`src/rtl/core/hgc_pkg.sv`:
```
`timescale 1ns / 1ps

package hgc_pkg;

   localparam int LatWidth    = 13;
   localparam int LonWidth    = 14;
   localparam int RadiusWidth = 18;
   localparam int DistWidth   = 23;
   localparam int CsrAddrWidth = 2;
   localparam int CsrDataWidth = 18;

   localparam int DIST_FRAC_BITS_DEFAULT = 8;

   localparam int CordicWidth = 34;
   localparam int CordicSteps = 30;
   localparam int SqrtWidth   = 64;
   localparam int SqrtSteps   = 32;

   localparam logic [27:0] HalfRadPerArcminQ40 = 28'd159917484;
   localparam logic signed [CordicWidth-1:0] CordicGainQ30 = 34'sd652032874;
   localparam logic signed [CordicWidth-1:0] PiQ30         = 34'sd3373259426;
   localparam logic signed [CordicWidth-1:0] HalfPiQ30     = 34'sd1686629713;
   localparam logic [30:0] OneQ30      = 31'h4000_0000;
   localparam logic [12:0] EarthRadiusKm = 13'd6371;

   localparam logic [LatWidth-1:0]    HomeLatReset = 13'd601;
   localparam logic [LonWidth-1:0]    HomeLonReset = 14'd4892;
   localparam logic [RadiusWidth-1:0] RadiusReset  = 18'd51200;

   typedef enum logic [CsrAddrWidth-1:0] {
      CSR_HOME_LAT = 2'd0,
      CSR_HOME_LON = 2'd1,
      CSR_RADIUS   = 2'd2
   } csr_index_type;

   typedef struct packed {
      logic [LonWidth-1:0] fix_lon_arcmin;
      logic [LatWidth-1:0] fix_lat_arcmin;
   } req_type;

   typedef struct packed {
      logic                 breach_event;
      logic                 outside_fence;
      logic [DistWidth-1:0] distance_q8;
   } rsp_type;

   typedef struct packed {
      logic signed [CordicWidth-1:0] x;
      logic signed [CordicWidth-1:0] y;
      logic signed [CordicWidth-1:0] z;
   } cordic_vec_type;

   typedef struct packed {
      logic [SqrtWidth-1:0] n;
      logic [SqrtWidth-1:0] r;
      logic [SqrtWidth-1:0] sq_bit;
   } sqrt_vec_type;

   typedef enum logic [4:0] {
      ST_IDLE,
      ST_ANG_MUL,
      ST_ANG_LOAD,
      ST_ROT,
      ST_ROT_STORE,
      ST_SQ_LAT,
      ST_SQ_LON,
      ST_COS_PROD,
      ST_T2,
      ST_A,
      ST_ISQ_LOAD,
      ST_ISQ,
      ST_ISQ_STORE,
      ST_VEC_LOAD,
      ST_VEC,
      ST_DIST_MUL,
      ST_DIST,
      ST_OUT
   } state_type;

   function automatic logic signed [CordicWidth-1:0] atan_step(input logic [4:0] i);
      logic signed [CordicWidth-1:0] v;
      case (i)
         5'd0:  v = 34'sd843314857;
         5'd1:  v = 34'sd497837829;
         5'd2:  v = 34'sd263043837;
         5'd3:  v = 34'sd133525159;
         5'd4:  v = 34'sd67021687;
         5'd5:  v = 34'sd33543516;
         5'd6:  v = 34'sd16775851;
         5'd7:  v = 34'sd8388437;
         5'd8:  v = 34'sd4194283;
         5'd9:  v = 34'sd2097149;
         5'd10: v = 34'sd1048576;
         5'd11: v = 34'sd524288;
         5'd12: v = 34'sd262144;
         5'd13: v = 34'sd131072;
         5'd14: v = 34'sd65536;
         default: v = $signed(34'd1 << (5'd30 - i));
      endcase
      return v;
   endfunction

   function automatic logic [31:0] mag32(input logic signed [CordicWidth-1:0] v);
      logic signed [CordicWidth-1:0] m;
      m = (v < 0) ? -v : v;
      return m[31:0];
   endfunction

   function automatic logic [33:0] round_q30(input logic [63:0] p);
      logic [63:0] s;
      s = (p + 64'h2000_0000) >> 30;
      return s[33:0];
   endfunction

endpackage

```
`src/rtl/core/hgc_mult.sv`:
```
`timescale 1ns / 1ps

module hgc_mult
   import hgc_pkg::*;
(
   input  logic        clock,
   input  logic [31:0] op_a,
   input  logic [31:0] op_b,
   output logic [63:0] prod_ff
);

   logic [63:0] prod_in;

   assign prod_in = {32'd0, op_a} * {32'd0, op_b};

   always_ff @(posedge clock) begin
      prod_ff <= prod_in;
   end

endmodule

```
`config.mk`:
```
export PLATFORM = sky130hd
export DESIGN_NAME = hgc_mult
export DESIGN_NICKNAME = d
export VERILOG_FILES = /design/src/rtl/core/hgc_pkg.sv /design/src/rtl/core/hgc_mult.sv
export SDC_FILE = /design/constraint.sdc
export NUM_CORES = 2
export LEC_CHECK = 0
export ABC_CLOCK_PERIOD_IN_PS = 9000
export BUFFER_PORTS_ARGS = -buffer_cell sky130_fd_sc_hd__clkbuf_2
export CAP_MARGIN = 20
export CELL_PAD_IN_SITES_DETAIL_PLACEMENT = 1
export CELL_PAD_IN_SITES_GLOBAL_PLACEMENT = 1
export CORE_UTILIZATION = 41
export CTS_BUF_LIST = sky130_fd_sc_hd__clkbuf_8
export CTS_CLUSTER_SIZE = 14
export DETAILED_ROUTE_END_ITERATION = 8
export GPL_ROUTABILITY_DRIVEN = 0
export MAX_ROUTING_LAYER = met4
export PLACE_DENSITY = 0.67
export SYNTH_ARGS = -nofsm -noshare
export SYNTH_HDL_FRONTEND = slang
export SYNTH_SLANG_ARGS = --single-unit
export TNS_END_PERCENT = 5
```
`constraint.sdc`:
```
create_clock -name clock -period 9 [get_ports clock]
set_input_delay 0.45 -clock clock [delete_from_list [all_inputs] [get_ports clock]]
set_output_delay 0.45 -clock clock [all_outputs]
set_load 0.02 [all_outputs]
```
* Word level (Yosys, flattened, before mapping)
Index checks and enable logic that the tools add are counted.
** Cells by class
- Multiply operators :: 1
** Operators by type and width (count)
- 32-bit by 32-bit multiplier with 64-bit output :: 1
** Word-level totals
- Word-level logic and storage cells :: 2
- Input port bits :: 65
- Register bits :: 64
- Output and inout bits :: 64

* Logic depth before layout (Yosys ltp)
- Depth after elaboration :: 1
- Mapped depth :: 29
- Depth with buffers taken out :: 27

* Least setup slack after synthesis
Ideal clock, no wire load.
- Kind :: input to register
- Start :: input port op_a[25]
- End :: register prod_ff[62]
- Buffers on the path :: 2
- Cell stages on the path :: 25
- Required time :: 8928 ps
- Setup time :: 72 ps
- Slack :: 1802 ps
- Arrival :: 7126 ps
- Cells stage by stage :: clkbuf_1 -> nand2_1 -> fa_1 -> inv_1 -> fa_1 -> inv_1 -> fa_1 -> inv_1 -> fa_1 -> fa_1 -> fa_1 -> fa_1 -> inv_1 -> fa_1 -> inv_1 -> ha_1 -> buf_2 -> nand4_1 -> or4_1 -> or3_1 -> a31oi_1 -> a31o_2 -> a211oi_1 -> o21ai_1 -> xor2_1
** On the way
- Longest elaborated chain between the ends :: 1
** Ends and longest elaborated chain
- start, declared :: RTL line hgc_mult.sv:7 : input logic [31:0] op_a,
- 32-bit by 32-bit multiplier with 64-bit output :: RTL line hgc_mult.sv:14 : assign prod_in = {32'd0, op_a} * {32'd0, op_b};
- named net prod_in[62] :: RTL line hgc_mult.sv:12 : logic [63:0] prod_in;
- end signal, assigned :: RTL line hgc_mult.sv:17 : prod_ff <= prod_in;
- end, declared :: RTL line hgc_mult.sv:9 : output logic [63:0] prod_ff
The timed path passes the listed nets, and every way through them passes these cells.

* Worst setup path after layout
- Start :: input port op_b[8]
- End :: register prod_ff[62]
** On the way
- Longest elaborated chain between the ends :: 1
** Ends and longest elaborated chain
- start, declared :: RTL line hgc_mult.sv:8 : input logic [31:0] op_b,
- 32-bit by 32-bit multiplier with 64-bit output :: RTL line hgc_mult.sv:14
- named net prod_in[62] :: RTL line hgc_mult.sv:12
The timed path passes the listed nets, and every way through them passes these cells.

==> impl_metrics.csv <==
group,metric,value,unit
run_status,outcome,"finished clean",
route,routedWlPerCell,21.7,um
synth,synth_xor_area_frac,0.0149,
synth,synth_area_leaders,"fa_1 (52%), and2_1 (11%), ha_1 (9.5%), inv_1 (9.4%), nand2_1 (5.2%)",
synth,synth_largest_area_cell,"fa_1",
finish,area_growth,5.17,%
finish,fillCellCount,9735,
global_route,grt_usage,0.264,
worst_setup_path,crit_top_cell,"fa_1",
placement,port_buffers,128,
synth,synth_nets,4982,
finish,drive_above_1_share,0.0583,
worst_setup_path,start_kind,"input port",
global_route,grt_pass1_vias,28600,
worst_setup_path,slowest_stage,"clkbuf_2",
timing,finalCritPeriodShare,0.905,
global_route,grt_overflow_total,0,
synth,netlist.area_leader.share,0.518,
run,maxCapViolCount,0,
route,drt_iter0_drc,1014,
worst_setup_path,cp_top_family,"adder cells",
timing,slew_viol_final,0,
synth,async_flop_share,0,
timing,rsz0062_at_grt,"false",
die,die_h,293,um
die,initial_core_util,0.414,
route,drc,0,
clocking,ctsResizeCount,0,
clocking,clk_path_buf_depth,2,
synth,synth_ff_type,"dfxtp_1",
route,via_count,24700,
synth,synthAdderAreaFrac,0.613,
synth,yosysMostFrequentCell,"fa_1",
die,fp.dieW,293,um
synth,synth_top_family_by_area,"adder cells",
worst_setup_path,crit_type,"in2reg",
clocking,clock-root-buffer,"clkbuf_8",
worst_setup_path,cp-end-kind,"flip-flop",
synth,yosysSeqAreaShare,0.0370,
timing,fmax,0.123,GHz
synth,ys_top_cells_by_count,"fa_1 (896), inv_1 (863), and2_1 (603), nand2_1 (478), ha_1 (263)",
die,fp.dieArea,85600,um2
clocking,post_cts_buffers,0,
clocking,cts_sinks,64,
die,ios,129,
timing,relSlewSlack,0.369,
finish,nets,4957,
die,design.core.area,83600,um2
synth,synth_area,34600,um2
synth,synthMuxAreaShare,0.000289,
min_path,hp-class,"in2reg",
clocking,postCtsHoldBufs,0,
worst_setup_path,cp.arrival,8440,ps
route,viasPerCell,5.13,
worst_setup_path,worstPathMaxFanout,27,
timing,fin_crit,8140,ps
worst_setup_path,slowest_delay,650,ps
synth,yosys.area_share.simple,0.177,
finish,largest_reg_flops,64,
global_route,grt_pass1_wl,166000,um
synth,synth_compound_area_frac,0.0392,
finish,top_regs,"prod_ff x64",
finish,regMostFlops,"prod_ff",
clocking,clk_pin_slew_worst_paths,80,ps
timing,setup_violations,0,
route,drt-pass1-iter-count,4,
timing,finalHoldViolations,0,
route,antenna_left,0,
die,fp-row-count,106,
worst_setup_path,path_cells,"clkbuf_2 > nand2_1 > fa_1 > inv_1 > fa_1 > inv_1 > fa_1 > inv_1 > fa_1 > fa_1 > fa_1 > fa_1 > inv_1 > fa_1 > inv_1 > ha_1 > nand4_1 > nor3_1 > o2111ai_1 > a31oi_1 > a31o_2 > a211oi_1 > o21ai_1 > xor2_1",
synth,ys_types,56,
clocking,htreeDepth,3,
clocking,cts_tree,"yes",
worst_setup_path,crit_buf_inv,6,
synth,ys_seq_elements,64,
timing,setup_tns,0,ps
global_route,antenna_found_initial,5,
placement,dp_hpwl,88800,um
timing,worst_slew_pin_slew,946,ps
placement,dpl_cell_area,36200,um2
synth,ys_warn_count,0,
route,routed_wl,105000,um
finish,utilization,0.436,
clocking,numCtsBuffers,9,
synth,synth_edf_count,0,
synth,avgSynthCellArea,9.21,um2
global_route,grt_max_degree,33,
timing,hold_slack,760,ps
finish,finalInstanceArea,36400,um2
worst_setup_path,cp.required,9300,ps
synth,syn_inst,3758,
## cell usage in the layout, fill, tap and decap left out, types with 11 or more instances in the layout
cell type / instances
buf_4: 63
o21ai_0: 28
nand4_1: 24
a21o_1: 37
nor2_1: 21
fa_1: 896
xor2_1: 26
clkbuf_2: 128
a21oi_1: 68
xnor2_1: 33
a31oi_1: 11
ha_1: 263
and3_1: 14
and2_1: 603
nand3_1: 12
nand2_1: 478
inv_1: 863
dfxtp_1: 64
## metrics by stage
| stage | cells | setup slack (ps) |
|---|---|---|
| 2_1_floorplan | 3758 | 1800 |
| 3_3_place_gp | 4802 | 709 |
| 3_5_place_dp | 4802 | 557 |
| 4_1_cts | 4818 | 953 |
| 5_1_grt | 4820 | 574 |
| 6_report | 4822 | 858 |
## logic make-up after synthesis
group / count (synthesis)
flip-flops: 64
adder cells (fa/ha/maj): 1159
AND/OR/NAND/NOR: 1180
AO/OA/AOI/OAI: 205
buffers and inverters: 1090
XOR/XNOR: 59
multiplexers: 1
## layer usage
| layer | GRT usage | vias to the layer above | part of all wire |
|---|---|---|---|
| met1 | 0.300 | 13300 | 0.39 |
| met5 | - | - | 0 |
| li1 | - | 10800 | - |
| met4 | 0.0909 | 0 | 0.042 |
| met3 | 0.0193 | 155 | 0.024 |
| met2 | 0.488 | 439 | 0.55 |
## final cells by class
cell class | instances | area [um2] | share of cell area
antenna | 4 | 10.0 | 0.000275
clock buffer | 10 | 138 | 0.00378
sequential | 64 | 1280 | 0.0352
inverter | 863 | 3240 | 0.0889
tap | 1080 | 1350 | 0.0371
multi-input combinational | 2604 | 29200 | 0.803
clock inverter | 6 | 42.5 | 0.00117
timing repair buffer | 191 | 1110 | 0.0306
## path summary, 6_finish.rpt
kind | startpoint | to | slack (ps) | depth (start not counted)
worst max-delay path | op_b[8] | prod_ff[62] | 860 | 24
worst min-delay path | op_b[0] | prod_ff[0] | 760 | 2
Power is left out: the tool's default activity adds up to more than one toggle a clock period on the data nets, which glitch-free logic cannot reach.
