`src/rtl/core/hgc_pkg.sv`:
```
`timescale 1ns / 1ps

package hgc_pkg;

   localparam int LatWidth    = 13;
   localparam int LonWidth    = 14;
   localparam int RadiusWidth = 18;
   localparam int DistWidth   = 23;
   localparam int CsrAddrWidth = 2;
   localparam int CsrDataWidth = 18;

   localparam int DIST_FRAC_BITS_DEFAULT = 8;

   localparam int CordicWidth = 34;
   localparam int CordicSteps = 30;
   localparam int SqrtWidth   = 64;
   localparam int SqrtSteps   = 32;

   localparam logic [27:0] HalfRadPerArcminQ40 = 28'd159917484;
   localparam logic signed [CordicWidth-1:0] CordicGainQ30 = 34'sd652032874;
   localparam logic signed [CordicWidth-1:0] PiQ30         = 34'sd3373259426;
   localparam logic signed [CordicWidth-1:0] HalfPiQ30     = 34'sd1686629713;
   localparam logic [30:0] OneQ30      = 31'h4000_0000;
   localparam logic [12:0] EarthRadiusKm = 13'd6371;

   localparam logic [LatWidth-1:0]    HomeLatReset = 13'd601;
   localparam logic [LonWidth-1:0]    HomeLonReset = 14'd4892;
   localparam logic [RadiusWidth-1:0] RadiusReset  = 18'd51200;

   typedef enum logic [CsrAddrWidth-1:0] {
      CSR_HOME_LAT = 2'd0,
      CSR_HOME_LON = 2'd1,
      CSR_RADIUS   = 2'd2
   } csr_index_type;

   typedef struct packed {
      logic [LonWidth-1:0] fix_lon_arcmin;
      logic [LatWidth-1:0] fix_lat_arcmin;
   } req_type;

   typedef struct packed {
      logic                 breach_event;
      logic                 outside_fence;
      logic [DistWidth-1:0] distance_q8;
   } rsp_type;

   typedef struct packed {
      logic signed [CordicWidth-1:0] x;
      logic signed [CordicWidth-1:0] y;
      logic signed [CordicWidth-1:0] z;
   } cordic_vec_type;

   typedef struct packed {
      logic [SqrtWidth-1:0] n;
      logic [SqrtWidth-1:0] r;
      logic [SqrtWidth-1:0] sq_bit;
   } sqrt_vec_type;

   typedef enum logic [4:0] {
      ST_IDLE,
      ST_ANG_MUL,
      ST_ANG_LOAD,
      ST_ROT,
      ST_ROT_STORE,
      ST_SQ_LAT,
      ST_SQ_LON,
      ST_COS_PROD,
      ST_T2,
      ST_A,
      ST_ISQ_LOAD,
      ST_ISQ,
      ST_ISQ_STORE,
      ST_VEC_LOAD,
      ST_VEC,
      ST_DIST_MUL,
      ST_DIST,
      ST_OUT
   } state_type;

   function automatic logic signed [CordicWidth-1:0] atan_step(input logic [4:0] i);
      logic signed [CordicWidth-1:0] v;
      case (i)
         5'd0:  v = 34'sd843314857;
         5'd1:  v = 34'sd497837829;
         5'd2:  v = 34'sd263043837;
         5'd3:  v = 34'sd133525159;
         5'd4:  v = 34'sd67021687;
         5'd5:  v = 34'sd33543516;
         5'd6:  v = 34'sd16775851;
         5'd7:  v = 34'sd8388437;
         5'd8:  v = 34'sd4194283;
         5'd9:  v = 34'sd2097149;
         5'd10: v = 34'sd1048576;
         5'd11: v = 34'sd524288;
         5'd12: v = 34'sd262144;
         5'd13: v = 34'sd131072;
         5'd14: v = 34'sd65536;
         default: v = $signed(34'd1 << (5'd30 - i));
      endcase
      return v;
   endfunction

   function automatic logic [31:0] mag32(input logic signed [CordicWidth-1:0] v);
      logic signed [CordicWidth-1:0] m;
      m = (v < 0) ? -v : v;
      return m[31:0];
   endfunction

   function automatic logic [33:0] round_q30(input logic [63:0] p);
      logic [63:0] s;
      s = (p + 64'h2000_0000) >> 30;
      return s[33:0];
   endfunction

endpackage

```
`src/rtl/core/hgc_cordic_step.sv`:
```
`timescale 1ns / 1ps

module hgc_cordic_step
   import hgc_pkg::*;
(
   input  logic           vectoring,
   input  logic [4:0]     iter,
   input  cordic_vec_type cur,
   output cordic_vec_type nxt
);

   logic signed [CordicWidth-1:0] dx;
   logic signed [CordicWidth-1:0] dy;
   logic signed [CordicWidth-1:0] ang;
   logic                          dir;

   always_comb begin
      dx  = cur.y >>> iter;
      dy  = cur.x >>> iter;
      ang = atan_step(iter);
      dir = vectoring ? (cur.y < 0) : (cur.z >= 0);
      if (dir) begin
         nxt.x = cur.x - dx;
         nxt.y = cur.y + dy;
         nxt.z = cur.z - ang;
      end else begin
         nxt.x = cur.x + dx;
         nxt.y = cur.y - dy;
         nxt.z = cur.z + ang;
      end
   end

endmodule

```
`config.mk`:
```
export PLATFORM = sky130hd
export DESIGN_NAME = hgc_cordic_step
export DESIGN_NICKNAME = d
export VERILOG_FILES = /design/src/rtl/core/hgc_pkg.sv /design/src/rtl/core/hgc_cordic_step.sv
export SDC_FILE = /design/constraint.sdc
export NUM_CORES = 1
export LEC_CHECK = 0
export BUFFER_PORTS_ARGS = -buffer_cell sky130_fd_sc_hd__buf_4
export CAP_MARGIN = 25
export CORE_MARGIN = 1
export CORE_UTILIZATION = 40
export DETAILED_ROUTE_END_ITERATION = 7
export PLACE_DENSITY = 0.65
export SLEW_MARGIN = 5
export SYNTH_ARGS = -nofsm -noshare
export SYNTH_HDL_FRONTEND = slang
export SYNTH_SLANG_ARGS = --single-unit
```
`constraint.sdc`:
```
create_clock -name vclk -period 7.83
set_input_delay 0.783 -clock vclk [all_inputs]
set_output_delay 0.783 -clock vclk [all_outputs]
set_load 0.02 [all_outputs]
```
* Word-level counts from Yosys, hierarchy flattened
Cells that the tools add are included.
** Word-level totals
- Register bits :: 0
- Bits of input ports :: 108
- Output and inout port bits :: 102
- Word-level logic and storage cells :: 30
** Cells by class
- Add/subtract/negate cells :: 7
- Order comparisons :: 2
- Equality and inequality tests :: 14
- Shift-type cells :: 3
- Muxes and demuxes :: 3
- Reduce and logical (&&, ||, !) cells :: 1
** Operator list (count)
- 34-bit one-hot mux with 15 select lines :: 1
- 34-bit adder :: 3
- 102-bit 2-to-1 mux :: 1
- 34-bit subtractor :: 3
- 34-bit by 5-bit >>> shifter with 34-bit output :: 2
- 5-bit by 4-bit == test with 1-bit output (second input constant) :: 7
- 34-bit by 1-bit greater-or-equal comparator with 1-bit output (second input constant) :: 1
- 34-bit by 1-bit less-than comparator with 1-bit output (second input constant) :: 1
- 1-bit by 5-bit << shifter with 34-bit output (first input constant) :: 1
- 5-bit by 3-bit == test with 1-bit output (second input constant) :: 4
- 5-bit by 2-bit == test with 1-bit output (second input constant) :: 2
- 5-bit by 1-bit == test with 1-bit output (second input constant) :: 1
- 5-bit logical NOT :: 1
- 5-bit subtractor (first input constant) :: 1
- 1-bit 2-to-1 mux :: 1

* Depth between registers and ports, before layout
- Depth in word-level cells :: 5
- Mapped depth :: 29
- Gate-level depth less buffers :: 23

* Worst setup path after synthesis
No wires, ideal clock.
- Kind :: input port to output port
- Start :: input iter[4]
- End :: output nxt[32] (netlist name)
- Arrival time :: 6582 ps
- Required time :: 7047 ps
- Path slack :: 465 ps
- Stages :: 25
- Buffers on the path :: 8
- Path through :: clkbuf_1 clkbuf_1 buf_2 buf_2 buf_1 clkbuf_1 buf_2 clkbuf_1 o22a_1 ha_1 o2111a_1 and3_1 and4_1 nand2_1 o21ai_0 xor2_1 ha_1 and2_1 a211oi_1 a211o_1 a21bo_2 a41oi_1 o311a_1 a311oi_1 o311ai_0
** RTL lines
- start: declaration :: line hgc_cordic_step.sv:7 : input logic [4:0] iter,
- end: declaration :: line hgc_cordic_step.sv:9 : output cordic_vec_type nxt

==> run summary <==
The remaining antenna violation count after routing is 0. For this run, the register share of the synthesized area comes to 0%. The number of distinct standard cells referenced by the synthesized netlist is 97.

The number of placed instances, taps included is 2,285. Measured against its own limit, the worst slew margin works out to between 30% and 40%. The number of global-route vias before repair is 14,300. The ratio of total power to cell area came out at between 150 and 200 nW/um^2. The floorplan step defined a die boundary enclosing ~33,000 sq um. The number of hold violations in the final report came out at 0. The floorplan die width came out at 180 um. In this run the tool buffered the top-level ports with 210 buffer cells. The utilization after layout came out at 48.4%.

After layout, the minimum clock period comes to 7510 ps. The initial antenna violation count came out at 3. The type of element launching the critical path is an input port. In the synthesized netlist, the number of instances is 1,696. Once the clock tree was built, the setup fixing pass inserted 0 buffers. The via density per instance is 6.55.

Adding up every negative setup slack in the final design gives 0 ps. The wire-length estimate of the detail-placed layout is 44,200 um. The first-pass GRT wire length came out at 82,600 um. The highest achievable clock rate is between 100 and 150 MHz.

The largest net degree at the start of global routing is 65. The count of standard-cell rows came out at 64. The cell area after layout came out at 15,000 sq um. The filler cell count in the final layout is around 3,200. The count of maximum capacitance violations is 0. After detailed routing, the average wire length per cell comes to 23.7 um. The total leakage power came out at 6.35 nW.

The critical path in this run is classified as in2out. The layout overhead on the synthesized area came out at 17.6%. The flow ran to the end, and the final reports show no timing, DRC or antenna violations. For this run, design rule violations remaining after detail routing come to 0. Yosys printed 0 warnings.

The net count of the finished layout came out at around 2,100. Global routing used 32.1% of the available tracks across all layers. Setup repair after global routing left no endpoint under its margin. The number of nets in the synthesized netlist came out at approximately 1,900. The total cell area at the placement stage came out at 14,900 sq um. The post-layout total power came out at 2.52 mW.

The final-report max-slew violation count came to 0. The average instance area after synthesis came out at 7.50 sq um. The number of failing setup endpoints in the final timing report is 0. In the final layout, the share of cells above drive strength 1 is 23.7%.

The startpoint identified for the worst hold timing path is cur[34]. The total overflow left after global routing is 0. The cell area after synthesis is 12,700 sq um. After floorplanning, the core was sized to cover just over 30,000 sq um.

The data arrival time of the critical path came out at 6720 ps. For this block, the via count after detailed routing is 15,000. STA classifies the critical path endpoint as an output port.

The worst path required time is 7050 ps. Across the VDD grid, the largest voltage drop is 0.106 mV. Leaving out filler cells and counting taps, the final layout contains 2,287. For this configuration, the core starts out at a cell density of 41.2%. Pin placement for this block handled between 200 and 250 I/O pins. For this block, the routed nets add up to 54,300 um of wire.

The type of the worst min-delay path is in2out. The chip height is 180 um. The register area is 0 sq um. The worst-margin pin slew is approximately 990 ps. Routability-driven placement finished with a final weighted congestion of 0.996. Of all nets on the critical path, the largest fanout is 64.

The launch point of the worst path is iter[1]. The detailed router finished its first iteration with between 1,500 and 2,000 violations. Dividing the final minimum period by the clock period gives 95.9%.

The count of TritonRoute iterations in the first routing pass is 7. The number of flip-flops and latches came out at 0. The layout clock buffer count is 0.
==> kinds of logic after synthesis <==
kind of cell	Yosys count	synth area share, %
AO/OA/AOI/OAI	576	29.9
AND/OR/NAND/NOR	511	20.1
XOR/XNOR	178	12.5
buffers and inverters	164	5.98
multiplexers	160	20.8
adder cells (fa/ha/maj)	107	10.7
==> synthesized netlist by cell type (all sizes together) (5+ instances only) <==
cell type | instances | area (sq um)
a32oi | 6 | 52.6
buf | 53 | 344
ha | 104 | 1300
or2 | 14 | 90.1
nand4 | 14 | 87.6
inv | 63 | 236
nand2b | 25 | 156
nand3 | 26 | 130
o21bai | 13 | 97.6
a211o | 10 | 87.6
a22oi | 13 | 97.6
o211ai | 11 | 82.6
nor2b | 27 | 169
a221oi | 9 | 85.1
a21boi | 10 | 75.1
a211oi | 18 | 135
mux4 | 78 | 1780
nor3b | 6 | 50.1
nor4 | 6 | 37.5
o21ai | 121 | 606
a311oi | 5 | 43.8
o22ai | 18 | 113
nand2 | 153 | 574
a21o | 36 | 270
o22a | 5 | 43.8
a31oi | 35 | 219
o221ai | 8 | 82.6
xor2 | 60 | 526
o32ai | 6 | 52.6
mux2i | 40 | 400
mux2 | 42 | 473
a41oi | 7 | 61.3
o21a | 20 | 150
and2 | 28 | 175
or3 | 15 | 93.8
xnor2 | 116 | 1020
and3 | 15 | 98.8
o31a | 7 | 61.3
o31ai | 13 | 97.6
clkbuf | 46 | 173
nor3 | 33 | 165
a21oi | 151 | 756
nor4b | 7 | 88.8
nor2 | 125 | 469
a2111oi | 8 | 90.1
==> report_power, final <==
part | total, mW | leakage, nW | internal [mW] | switching (mW)
Clock | 0.0000000260 | 0.0000127 | 0.0000000260 | 0
Sequential | 0 | 0 | 0 | 0
Combinational | 2.52 | 6.35 | 1.07 | 1.45
==> worst max-delay path, cell delays in order <==
cell and delay (ps):
sky130_fd_sc_hd__buf_12 280, sky130_fd_sc_hd__buf_4 380, sky130_fd_sc_hd__mux4_2 570, sky130_fd_sc_hd__mux2i_2 410, sky130_fd_sc_hd__o22ai_1 180, sky130_fd_sc_hd__nor4b_1 450
sky130_fd_sc_hd__and4bb_2 350, sky130_fd_sc_hd__nor4b_2 510, sky130_fd_sc_hd__a41oi_1 220, sky130_fd_sc_hd__xor2_1 180, sky130_fd_sc_hd__o21ai_0 180, sky130_fd_sc_hd__ha_1 300
sky130_fd_sc_hd__a21o_1 170, sky130_fd_sc_hd__a21oi_1 220, sky130_fd_sc_hd__a21boi_0 300, sky130_fd_sc_hd__a21boi_0 270, sky130_fd_sc_hd__o21ai_0 150, sky130_fd_sc_hd__a31oi_1 250
sky130_fd_sc_hd__xor3_1 350, sky130_fd_sc_hd__buf_4 170
==> area by class of cell <==
type                            count  area (sq um)  area share [%]
Tap cell                          396           495            3.31
Antenna cell                        2          5.00          0.0335
Inverter                           65           244            1.63
Multi-Input combinational cell   1532         12000            80.1
Timing Repair Buffer              292          2230            14.9
==> metrics by stage <==
step,setup WS (ps),hold WS [ps]
6_report,323,1900
2_1_floorplan,465,1780
4_1_cts,220,1910
3_3_place_gp,360,1900
5_1_grt,81.8,1930
3_5_place_dp,239,1900
==> placed cells by master, fill, tap and decap left out, drive strengths merged, types with 7 or more instances in the layout <==
cell type    n
mux2        42
a211o       10
nand2      153
nor2b       27
nand3       26
o31a         7
nand2b      25
a211oi      18
a21boi      10
a22oi       13
and3        15
or2         14
xnor2      116
a21o        36
o21bai      13
ha         104
inv         63
a21oi      151
o21ai      121
o21a        20
a221oi       9
nor3        33
a2111oi      8
o22ai       18
or3         15
o221ai       8
a41oi        7
nor4b        7
a31oi       35
nand4       14
o211ai      11
mux2i       40
buf        292
nor2       125
and2        28
mux4        78
xor2        60
o31ai       13
==> metal layers <==
metal / track usage [%] / wire, um / up-vias
met1: 41.3 / 22100 / 7110
met2: 52.8 / 24300 / 837
li1: - / - / 6877
met3: 5.36 / 5390 / 162
met4: 13.3 / 2520 / 0
met5: 0 / 0 / -
==> worst paths after layout <==
| check | endpoint | depth (start not counted) |
|---|---|---|
| max | nxt[101] | 20 |
| min | nxt[34] | 3 |
==> what timing repair did <==
action / CTS / global route
hold buffers: 0 / 0
resized for setup: 0 / 10
setup endpoints to repair: 0 / 8
Power figures use the tool's default switching activity.
