### src/rtl/core/hgc_pkg.sv
`timescale 1ns / 1ps

package hgc_pkg;

   localparam int LatWidth    = 13;
   localparam int LonWidth    = 14;
   localparam int RadiusWidth = 18;
   localparam int DistWidth   = 23;
   localparam int CsrAddrWidth = 2;
   localparam int CsrDataWidth = 18;

   localparam int DIST_FRAC_BITS_DEFAULT = 8;

   localparam int CordicWidth = 34;
   localparam int CordicSteps = 30;
   localparam int SqrtWidth   = 64;
   localparam int SqrtSteps   = 32;

   localparam logic [27:0] HalfRadPerArcminQ40 = 28'd159917484;
   localparam logic signed [CordicWidth-1:0] CordicGainQ30 = 34'sd652032874;
   localparam logic signed [CordicWidth-1:0] PiQ30         = 34'sd3373259426;
   localparam logic signed [CordicWidth-1:0] HalfPiQ30     = 34'sd1686629713;
   localparam logic [30:0] OneQ30      = 31'h4000_0000;
   localparam logic [12:0] EarthRadiusKm = 13'd6371;

   localparam logic [LatWidth-1:0]    HomeLatReset = 13'd601;
   localparam logic [LonWidth-1:0]    HomeLonReset = 14'd4892;
   localparam logic [RadiusWidth-1:0] RadiusReset  = 18'd51200;

   typedef enum logic [CsrAddrWidth-1:0] {
      CSR_HOME_LAT = 2'd0,
      CSR_HOME_LON = 2'd1,
      CSR_RADIUS   = 2'd2
   } csr_index_type;

   typedef struct packed {
      logic [LonWidth-1:0] fix_lon_arcmin;
      logic [LatWidth-1:0] fix_lat_arcmin;
   } req_type;

   typedef struct packed {
      logic                 breach_event;
      logic                 outside_fence;
      logic [DistWidth-1:0] distance_q8;
   } rsp_type;

   typedef struct packed {
      logic signed [CordicWidth-1:0] x;
      logic signed [CordicWidth-1:0] y;
      logic signed [CordicWidth-1:0] z;
   } cordic_vec_type;

   typedef struct packed {
      logic [SqrtWidth-1:0] n;
      logic [SqrtWidth-1:0] r;
      logic [SqrtWidth-1:0] sq_bit;
   } sqrt_vec_type;

   typedef enum logic [4:0] {
      ST_IDLE,
      ST_ANG_MUL,
      ST_ANG_LOAD,
      ST_ROT,
      ST_ROT_STORE,
      ST_SQ_LAT,
      ST_SQ_LON,
      ST_COS_PROD,
      ST_T2,
      ST_A,
      ST_ISQ_LOAD,
      ST_ISQ,
      ST_ISQ_STORE,
      ST_VEC_LOAD,
      ST_VEC,
      ST_DIST_MUL,
      ST_DIST,
      ST_OUT
   } state_type;

   function automatic logic signed [CordicWidth-1:0] atan_step(input logic [4:0] i);
      logic signed [CordicWidth-1:0] v;
      case (i)
         5'd0:  v = 34'sd843314857;
         5'd1:  v = 34'sd497837829;
         5'd2:  v = 34'sd263043837;
         5'd3:  v = 34'sd133525159;
         5'd4:  v = 34'sd67021687;
         5'd5:  v = 34'sd33543516;
         5'd6:  v = 34'sd16775851;
         5'd7:  v = 34'sd8388437;
         5'd8:  v = 34'sd4194283;
         5'd9:  v = 34'sd2097149;
         5'd10: v = 34'sd1048576;
         5'd11: v = 34'sd524288;
         5'd12: v = 34'sd262144;
         5'd13: v = 34'sd131072;
         5'd14: v = 34'sd65536;
         default: v = $signed(34'd1 << (5'd30 - i));
      endcase
      return v;
   endfunction

   function automatic logic [31:0] mag32(input logic signed [CordicWidth-1:0] v);
      logic signed [CordicWidth-1:0] m;
      m = (v < 0) ? -v : v;
      return m[31:0];
   endfunction

   function automatic logic [33:0] round_q30(input logic [63:0] p);
      logic [63:0] s;
      s = (p + 64'h2000_0000) >> 30;
      return s[33:0];
   endfunction

endpackage

### src/rtl/core/hgc_isqrt_step.sv
`timescale 1ns / 1ps

module hgc_isqrt_step
   import hgc_pkg::*;
(
   input  sqrt_vec_type cur,
   output sqrt_vec_type nxt
);

   logic [SqrtWidth-1:0] trial;

   always_comb begin
      trial = cur.r + cur.sq_bit;
      if (cur.n >= trial) begin
         nxt.n = cur.n - trial;
         nxt.r = (cur.r >> 1) + cur.sq_bit;
      end else begin
         nxt.n = cur.n;
         nxt.r = cur.r >> 1;
      end
      nxt.sq_bit = cur.sq_bit >> 2;
   end

endmodule

### config.mk
export PLATFORM = sky130hd
export DESIGN_NAME = hgc_isqrt_step
export DESIGN_NICKNAME = d
export VERILOG_FILES = /design/src/rtl/core/hgc_pkg.sv /design/src/rtl/core/hgc_isqrt_step.sv
export SDC_FILE = /design/constraint.sdc
export NUM_CORES = 1
export LEC_CHECK = 0
export BUFFER_PORTS_ARGS = -buffer_cell sky130_fd_sc_hd__buf_4
export CAP_MARGIN = 5
export CORE_ASPECT_RATIO = 0.75
export CORE_MARGIN = 3
export CORE_UTILIZATION = 30
export DETAILED_ROUTE_END_ITERATION = 8
export PLACE_DENSITY = 0.62
export SETUP_SLACK_MARGIN = 0.1
export SYNTH_ARGS = -nofsm -noshare
export SYNTH_HDL_FRONTEND = slang
export SYNTH_SLANG_ARGS = --single-unit
### constraint.sdc
create_clock -name vclk -period 6.63
set_input_delay 0 -clock vclk [all_inputs]
set_output_delay 0 -clock vclk [all_outputs]
set_load 0.05 [all_outputs]
# Word-level counts from Yosys, hierarchy flattened
# Cells that the tools add are included.
# Widths: inputs -> output; s select.
[classes]
n_div = 0
n_addsub = 3
bitwise_logic = 0
multipliers = 0
shift = 0
reduce_logical = 0
order_cmp = 1
eq_ne = 0
n_mux = 1
[ops]
columns = ["operator", "count"]
rows = [
  ["$mux 128", 1],
  ["$add 63x64->64", 1],
  ["$add 64x64->64", 1],
  ["$ge 64x64->1", 1],
  ["$sub 64x64->64", 1],
]
[word_totals]
latchBits = 0
mem_bits_rw = 0
reg_bits = 0
inputBits = 192
romBits = 0
elab_cells = 5
output_inout_bits = 192
memories = 0

# Logic depth before layout (Yosys ltp)
# Gate-level depths: netlist of run 1.
[logic_depth]
ltp_word = 3
depth_mapped = 27
mapped_depth_nobuf = 23

# Worst setup path after synthesis of run 1
# No wires, ideal clock.
[synth_timing]
path_kind = "in2out"
from = "input cur[0] in the netlist's numbering"
to = "output nxt[187] in the netlist's numbering"
stages = 25
slack_ns = 0.612
required_time_ns = 6.630
path_buffers = 3
arrival_ns = 6.018
path_cell_list = "ha_1 -> inv_1 -> fa_1 -> nor2b_1 -> o21ai_1 -> a21oi_1 -> o211ai_1 -> a2111oi_2 -> o221ai_1 -> a21oi_1 -> a21oi_1 -> o221ai_1 -> xnor2_1 -> ha_1 -> clkbuf_1 -> nand2_1 -> nor2_1 -> nand3_1 -> a21oi_1 -> a221o_1 -> a31oi_1 -> o21a_1 -> buf_4 -> buf_2 -> o41ai_1"
[synth_lines]
columns = ["element", "line_no", "text"]
rows = [
  ["from (decl)", "hgc_isqrt_step.sv:6", "input sqrt_vec_type cur,"],
  ["to (decl)", "hgc_isqrt_step.sv:7", "output sqrt_vec_type nxt"],
]

==> results.yml, run 1 <==
critical_path:
  cp_slowest_cell: "or4b_4"
  critPathMaxFanout: 77
  cp-start-kind: "primary input"
  critPathRequiredTime_ns: 6.63
  cp_common_cell: "a21o_1"
  worstPathArrival_ns: 6.18
  crit_type: "primary input to output pin"
  end_kind: "output pin"
  crit_start: "cur[23]"
  cp_cell_sequence: "buf_4, ha_1, and4_4, nand3_4, nor4_4, or4b_4, a31oi_4, a41o_2, a31oi_4, o21ba_2, xnor2_1, ha_1, a21o_1, a21o_1, a21o_1, nand2_1, nand2_1, a221o_1, a31oi_1, o21a_4, buf_12, mux2_1, buf_4"
  slowest_delay_ns: 0.53
power:
  comb_power_share_pct: 100.0
  pwr-share-clk_pct: 0
  powerDensity_nw_per_um2: 271
  power.share.switching_pct: 68.2
  p_leak_nw: 7.39
  intPower_mw: 1.36
  seqPwrFrac_pct: 0
  switching_power_mw: 2.92
  ir_worst_vdd_mv: 0.186
floorplanning:
  initial_core_util_pct: 30.6
  io_pins: 384
  die_x_um: 246
  die_area_um2: 45800
  fp.dieH_um: 186
  num_rows: 65
  core_um2: 42400
place:
  dpl.hpwl_um: 50800
  dpl.cell_count: 2809
  pre_cts_ws_ns: 0.569
  gp_congestion: 1.04
  numPortBuffers: 382
cells_and_area:
  regArea_um2: 0
  fin_nets: 2627
  multiInputGateArea_um2: 11900
  seq_cells: 0
  finalNonFillerCells: 2810
  fillCellCount: 4568
  nClkBuffers: 0
  synthToLayoutAreaGrowth_pct: 21.5
  fin_util_pct: 37.2
  drive_above_1_share_pct: 18.6
outcome:
  outcome: "complete, no violations"
global_route:
  grt_pass1_vias: 14780
  grt_antenna_before_repair: 1
  grt_pass1_wl_um: 86500
  grt.total_usage_pct: 23.7
  grt_max_degree: 78
  grt-ovfl-total: 0
synthesis:
  synth_top_area_cell: "ha_1"
  synth_cell_types: 82
  yosys_warnings: 0
  synth.most_common_cell: "nand2_1"
  yosysSeqAreaShare_pct: 0
  synth_top_area_share_pct: 18.3
  synthTopCellsByArea: "ha_1 (18%), a21oi_1 (8.6%), nand2_1 (8.4%), xnor2_1 (6.4%), xor2_1 (5.9%)"
  synth_area_per_cell_um2: 6.46
  synthTopCellsByCount: "nand2_1 (292), a21oi_1 (224), ha_1 (190)"
  syn_area_um2: 13000
  syn_inst: 2011
worst_hold_path:
  hold_path_end: "nxt[55]"
  hold_start: "cur[57]"
  hold_depth: 2
  hold_path_class: "primary input to output pin"
sta:
  slew_headroom_pct: 28.0
  worst_slack_ns: 0.449
  period_needed_ns: 6.18
  rsz0062_at_grt: "no"
  finalSetupViolCount: 0
  fin_hold_ws_ns: 0.285
  worst_pin_slew_ns: 1.05
  drv_slew: 0
  post-route-period-util_pct: 93.2
  fin_tns_setup_ns: 0
  fmax_mhz: 162
  finalHoldViolCount: 0
routing:
  routed_wl_um: 58100
  routedWlPerCell_um: 20.7
  drt-pass1-iter-count: 7
  drc: 0
  drt_iter0_drc: 1573
  antenna_left: 0
  viasPerCell: 5.67
  vias: 15943
clocking:
  post_cts_buffers: 0
  ctsHoldBuffers: 0
  cts.repair.resized: 0
job:
  cap_violations: 0
==> through the flow <==
stage / instance area, um2 / power, mW
after floorplan: 13000 / 2.99
after global placement: 15800 / 4.21
after detailed placement: 15800 / 4.22
after CTS: 15800 / 4.23
after global routing: 15800 / 4.56
final: 15800 / 4.27
==> cell usage in the layout, fill, tap and decap left out, types with 87 or more instances in the layout <==
| cell | n |
|---|---|
| o21ai_0 | 91 |
| a21o_1 | 95 |
| nor2_1 | 109 |
| nand2_1 | 292 |
| xor2_1 | 87 |
| a21oi_1 | 224 |
| buf_4 | 383 |
| ha_1 | 190 |
| xnor2_1 | 95 |
| o21ai_1 | 138 |
==> layout make-up <==
type / instances / area share, %
multi-input cells: 1796 / 75.5
repair buffers: 386 / 18.6
well taps: 569 / 4.51
diodes: 1 / 0.0159
inverters: 58 / 1.38
==> power by group through the flow <==
| stage | Clock [mW] | Sequential, mW | Combinational, mW |
|---|---|---|---|
| global route | 0.0000000202 | 0 | 4.56 |
| global placement | 0 | 0 | 4.21 |
| finish | 0.0000000203 | 0 | 4.27 |
| floorplan | 0 | 0 | 2.99 |
| detailed placement | 0 | 0 | 4.22 |
| CTS | 0 | 0 | 4.23 |
==> worst max path at each step <==
| stage | cells after the start | end |
|---|---|---|
| after floorplan | 25 | nxt[187] |
| after global placement | 23 | nxt[129] |
| after detailed placement | 23 | nxt[129] |
| after CTS | 23 | nxt[64] |
| after global routing | 25 | nxt[129] |
| final | 23 | nxt[64] |
==> per-layer routing <==
metal,GRT usage [%],part of all wire [%]
met5,0,0
met4,3.89,1.9
met3,1.88,6.8
met2,34.8,41
met1,37.6,50
==> worst max-delay path: cells and delay by family <==
| kind | cells | cell delay [ns] |
|---|---|---|
| AOI/OAI and AO/OA | 10 | 2.50 |
| xor gates and xnor gates | 1 | 0.37 |
| adders and majority gates | 2 | 0.89 |
| buffers and inverters | 3 | 0.67 |
| muxes | 1 | 0.36 |
| and+or+nand+nor | 6 | 1.32 |
==> kinds of logic after synthesis <==
| logic type | share of synthesized area (%) |
|---|---|
| other | 0.0289 |
| XOR/XNOR | 12.3 |
| AND/OR/NAND/NOR | 22.6 |
| AO/OA/AOI/OAI | 37.2 |
| adder cells (fa/ha/maj) | 18.8 |
| multiplexers | 0.674 |
| buffers and inverters | 8.40 |
Power figures use the tool's default switching activity.
==> run 2, diff against run 1 <==
--- a/config.mk
+++ b/config.mk
@@ -7,11 +7,13 @@
 export LEC_CHECK = 0
 export BUFFER_PORTS_ARGS = -buffer_cell sky130_fd_sc_hd__buf_4
 export CAP_MARGIN = 5
+export CELL_PAD_IN_SITES_DETAIL_PLACEMENT = 2
+export CELL_PAD_IN_SITES_GLOBAL_PLACEMENT = 2
 export CORE_ASPECT_RATIO = 0.75
 export CORE_MARGIN = 3
-export CORE_UTILIZATION = 30
+export CORE_UTILIZATION = 29
 export DETAILED_ROUTE_END_ITERATION = 8
-export PLACE_DENSITY = 0.62
+export PLACE_DENSITY = 0.95
 export SETUP_SLACK_MARGIN = 0.1
 export SYNTH_ARGS = -nofsm -noshare
 export SYNTH_HDL_FRONTEND = slang
==> run 2 against run 1 <==
Total power increased by 4.7%; maximum frequency down 0.60%; cell count is 0.89% higher; combinational power is 5% higher; critical path depth increased by 2; sequential share of layout area did not move.
==> results.yml, run 2 (same netlist as run 1, synthesis figures left out) <==
power:
  pwr-share-clk_pct: 0
  seqPwrFrac_pct: 0
  p_leak_nw: 7.44
  switching_power_mw: 3.09
  ir_worst_vdd_mv: 0.236
  power.share.switching_pct: 69.1
  powerDensity_nw_per_um2: 281
  intPower_mw: 1.38
  comb_power_share_pct: 100.0
critical_path:
  crit_type: "primary input to output pin"
  worstPathArrival_ns: 6.22
  end_kind: "output pin"
  slowest_delay_ns: 0.52
  critPathRequiredTime_ns: 6.63
  cp_slowest_cell: "or4b_4"
  critPathTopFamily: "compound AO/OA/AOI/OAI gates"
  critPathMaxFanout: 51
  cp-start-kind: "primary input"
  critical_path_buf_inv_count: 4
  cp_common_cell: "buf_4"
worst_hold_path:
  hold_path_class: "primary input to output pin"
  hold_start: "cur[55]"
  hold_path_end: "nxt[53]"
  hold_depth: 2
cells_and_area:
  nClkBuffers: 0
  layout_commonest_cell: "buf_4"
  layout_common_cells: "buf_4 (394), nand2_1 (292), a21oi_1 (223)"
  fin_nets: 2639
  drive_above_1_share_pct: 19.1
  seq_cells: 0
  fin_area_um2: 15900
  regArea_um2: 0
  synthToLayoutAreaGrowth_pct: 22.4
sta:
  finalHoldViolCount: 0
  rsz0062_at_grt: "no"
  fin_hold_ws_ns: 0.290
  finalSetupViolCount: 0
  worst_slack_ns: 0.412
  slew_headroom_pct: 26.5
  worst_pin_slew_ns: 1.09
  fin_tns_setup_ns: 0
  period_needed_ns: 6.22
  fmax_mhz: 161
  drv_slew: 0
  post-route-period-util_pct: 93.8
global_route:
  grt_max_degree: 53
  grt_antenna_before_repair: 7
  grt_pass1_wl_um: 110000
  grt_pass1_vias: 17953
  met2_usage_pct: 47.8
  grt.total_usage_pct: 28.9
  grtUsageMet3_pct: 3.08
  use_met1_pct: 40.3
  busiest_layer: "met2"
  grt-ovfl-total: 0
floorplanning:
  die_area_um2: 47400
  initial_core_util_pct: 29.7
  io_pins: 384
  fp.dieH_um: 189
  core_um2: 43800
  num_rows: 66
  die_x_um: 250
routing:
  drt-pass1-iter-count: 5
  drc: 0
  routedWlPerCell_um: 25.9
  vias: 17084
  viasPerCell: 6.03
  drt_iter0_drc: 1362
  routed_wl_um: 73300
  antenna_left: 0
job:
  cap_violations: 0
outcome:
  outcome: "complete, no violations"
place:
  dpl.hpwl_um: 63600
  gp_congestion: 1.01
  numPortBuffers: 382
  place_area_um2: 15800
  pre_cts_ws_ns: 0.295
clocking:
  ctsHoldBuffers: 0
[run 2: stage by stage]
stage | utilization (%) | total power [mW] | std cells
finish | 36.3 | 4.47 | 2835
CTS | 36.2 | 4.40 | 2828
floorplan | - | 2.99 | 2012
detailed placement | 36.2 | 4.39 | 2828
global placement | 36.2 | 4.23 | 2828
global route | 36.3 | 4.74 | 2835
[run 2: metal layers]
| metal | up-vias | share of wire, % |
|---|---|---|
| met4 | 4 | 2.8 |
| met5 | - | 0.044 |
| met2 | 582 | 45 |
| li1 | 7825 | - |
| met1 | 8558 | 46 |
| met3 | 115 | 5.3 |
[run 2: area by class of cell]
type	count	area, um2
antenna	5	12.5
fill	5325	27900
inverter	58	218
multi-input combinational	1798	11900
tap	578	723
timing repair buffer	396	3000
[run 2: power groups by stage]
stage / sequential (mW) / clock (mW) / combinational, mW
2_1_floorplan: 0 / 0 / 2.99
3_3_place_gp: 0 / 0 / 4.23
3_5_place_dp: 0 / 0 / 4.39
6_report: 0 / 0.000000101 / 4.47
4_1_cts: 0 / 0 / 4.40
5_1_grt: 0 / 0.000000101 / 4.74
[run 2: repair_timing]
action,4_1_cts,5_1_grt
endpoints found under the setup margin,0,108
buffers inserted,0,0
gates resized for setup,0,5
[run 2: how the worst max path moves through the flow]
stage               startpoint       end  slack, ns  cells past startpoint
global route           cur[45]   nxt[96]       0.07                     24
CTS                     cur[0]   nxt[65]       0.27                     25
global placement       cur[23]  nxt[165]       0.64                     23
finish                 cur[23]   nxt[96]       0.41                     25
detailed placement      cur[0]  nxt[165]       0.30                     25
floorplan               cur[0]  nxt[187]       0.61                     25
==> run 3, diff against run 2 <==
--- a/config.mk
+++ b/config.mk
@@ -5,16 +5,16 @@
 export SDC_FILE = /design/constraint.sdc
 export NUM_CORES = 1
 export LEC_CHECK = 0
-export BUFFER_PORTS_ARGS = -buffer_cell sky130_fd_sc_hd__buf_4
+export BUFFER_PORTS_ARGS = -buffer_cell sky130_fd_sc_hd__buf_2
 export CAP_MARGIN = 5
 export CELL_PAD_IN_SITES_DETAIL_PLACEMENT = 2
 export CELL_PAD_IN_SITES_GLOBAL_PLACEMENT = 2
-export CORE_ASPECT_RATIO = 0.75
 export CORE_MARGIN = 3
 export CORE_UTILIZATION = 29
 export DETAILED_ROUTE_END_ITERATION = 8
 export PLACE_DENSITY = 0.95
 export SETUP_SLACK_MARGIN = 0.1
+export SLEW_MARGIN = 10
 export SYNTH_ARGS = -nofsm -noshare
 export SYNTH_HDL_FRONTEND = slang
 export SYNTH_SLANG_ARGS = --single-unit
==> run 3 against run 2 <==
Maximum frequency down 1.8%; critical path depth unchanged; combinational power down 6.7%; core utilization down 2.2 points; via count shrank 1.7%; first-iteration DRC count fell by 17%; cell count unchanged; non-clock buffer count decreased by 7; highest routed layer unchanged.
==> results.yml, run 3 (same netlist as run 1, synthesis figures left out) <==
job:
  cap_violations: 0
floorplanning:
  fp.dieH_um: 218
  num_rows: 76
  core_um2: 43600
  io_pins: 384
  die_x_um: 218
  die_area_um2: 47300
  initial_core_util_pct: 29.8
cells_and_area:
  seq_cells: 0
  layout_common_cells: "buf_2 (381), nand2_1 (292), a21oi_1 (223)"
  fin_area_um2: 14900
  regArea_um2: 0
  drive_above_1_share_pct: 18.9
  fin_nets: 2632
  layout_commonest_cell: "buf_2"
  nClkBuffers: 0
  multiInputGateArea_um2: 12000
  fillCellCount: 5378
  synthToLayoutAreaGrowth_pct: 14.8
sta:
  finalHoldViolCount: 0
  fmax_mhz: 158
  finalSetupViolCount: 0
  rsz0062_at_grt: "no"
  slew_headroom_pct: 24.5
  fin_hold_ws_ns: 0.327
  drv_slew: 0
  period_needed_ns: 6.33
  worst_pin_slew_ns: 1.10
  fin_tns_setup_ns: 0
  post-route-period-util_pct: 95.5
place:
  place_area_um2: 14800
  gp_congestion: 0.998
  numPortBuffers: 382
  dpl.hpwl_um: 60100
worst_hold_path:
  hold_depth: 2
  hold_path_end: "nxt[60]"
  hold_path_class: "primary input to output pin"
  hold_start: "cur[62]"
global_route:
  grt_max_degree: 80
  grt_pass1_wl_um: 106000
  met2_usage_pct: 47.0
  busiest_layer: "met2"
  grt_pass1_vias: 18007
  grtUsageMet3_pct: 2.13
  grt_antenna_before_repair: 8
  grt.total_usage_pct: 27.6
  use_met1_pct: 36.6
  grt-ovfl-total: 0
critical_path:
  critPathRequiredTime_ns: 6.63
  cp_common_cell: "a21o_1"
  critPathTopFamily: "compound AO/OA/AOI/OAI gates"
  worstPathArrival_ns: 6.33
  critPathMaxFanout: 73
  slowest_delay_ns: 0.73
  end_kind: "output pin"
  cp-start-kind: "primary input"
  cp_slowest_cell: "a2111oi_1"
  crit_type: "primary input to output pin"
  critical_path_buf_inv_count: 4
outcome:
  outcome: "complete, no violations"
routing:
  drc: 0
  drt-pass1-iter-count: 5
  vias: 16799
  routedWlPerCell_um: 24.4
  antenna_left: 0
  routed_wl_um: 69200
  drt_iter0_drc: 1130
  viasPerCell: 5.93
power:
  powerDensity_nw_per_um2: 280
  ir_worst_vdd_mv: 0.156
  p_leak_nw: 7.09
==> run 3: cell types whose count changed in the layout (fill, tap and decap cells not counted), sizes merged <==
cell,delta
buf,-8
clkbuf,+1
==> run 3: where the power goes <==
part           switching (mW)   total (mW)  internal (mW)
logic                    3.02         4.17           1.15
clock network               0  0.000000101    0.000000101
registers                   0            0              0
==> run 3: repair_timing <==
action,CTS,global route
cloned,2,0
setup buffers,0,0
hold buffers,0,0
pin swaps,1,1
endpoints found under the setup margin,3,117
gates resized for setup,1,7
==> run 3: layer usage <==
layer	part of all wire [%]	routed length [um]	up-vias
li1	-	-	7819
met1	45	31100	8256
met2	46	32200	540
met3	4.2	2890	178
met4	4.3	2990	6
met5	0.056	39	-
==> run 3: worst max path at each step <==
stage               startpoint  endpoint  slack [ns]  depth (start not counted)
floorplan               cur[0]  nxt[187]        0.61                         25
global placement        cur[0]   nxt[77]        0.67                         27
detailed placement      cur[0]   nxt[77]        0.03                         27
CTS                    cur[12]   nxt[77]        0.16                         25
global route            cur[0]  nxt[187]         0.1                         25
finish                 cur[12]   nxt[77]        0.30                         25
==> run 3: cell type report <==
cell class	count	share of cell area, %
tap	585	4.91
antenna	5	0.0839
inverter	58	1.46
multi-input combinational	1798	80.2
timing repair buffer	389	13.4
==> run 3: stage by stage <==
stage / instances / power (mW) / util, % / setup slack, ns
final: 2835 / 4.17 / 34.2 / 0.299
after global routing: 2835 / 4.44 / 34.2 / 0.0996
after CTS: 2830 / 4.12 / 34.1 / 0.157
after detailed placement: 2828 / 4.09 / 34.0 / 0.0309
after global placement: 2828 / 3.93 / 34.0 / 0.669
after floorplan: 2012 / 2.99 / - / 0.612
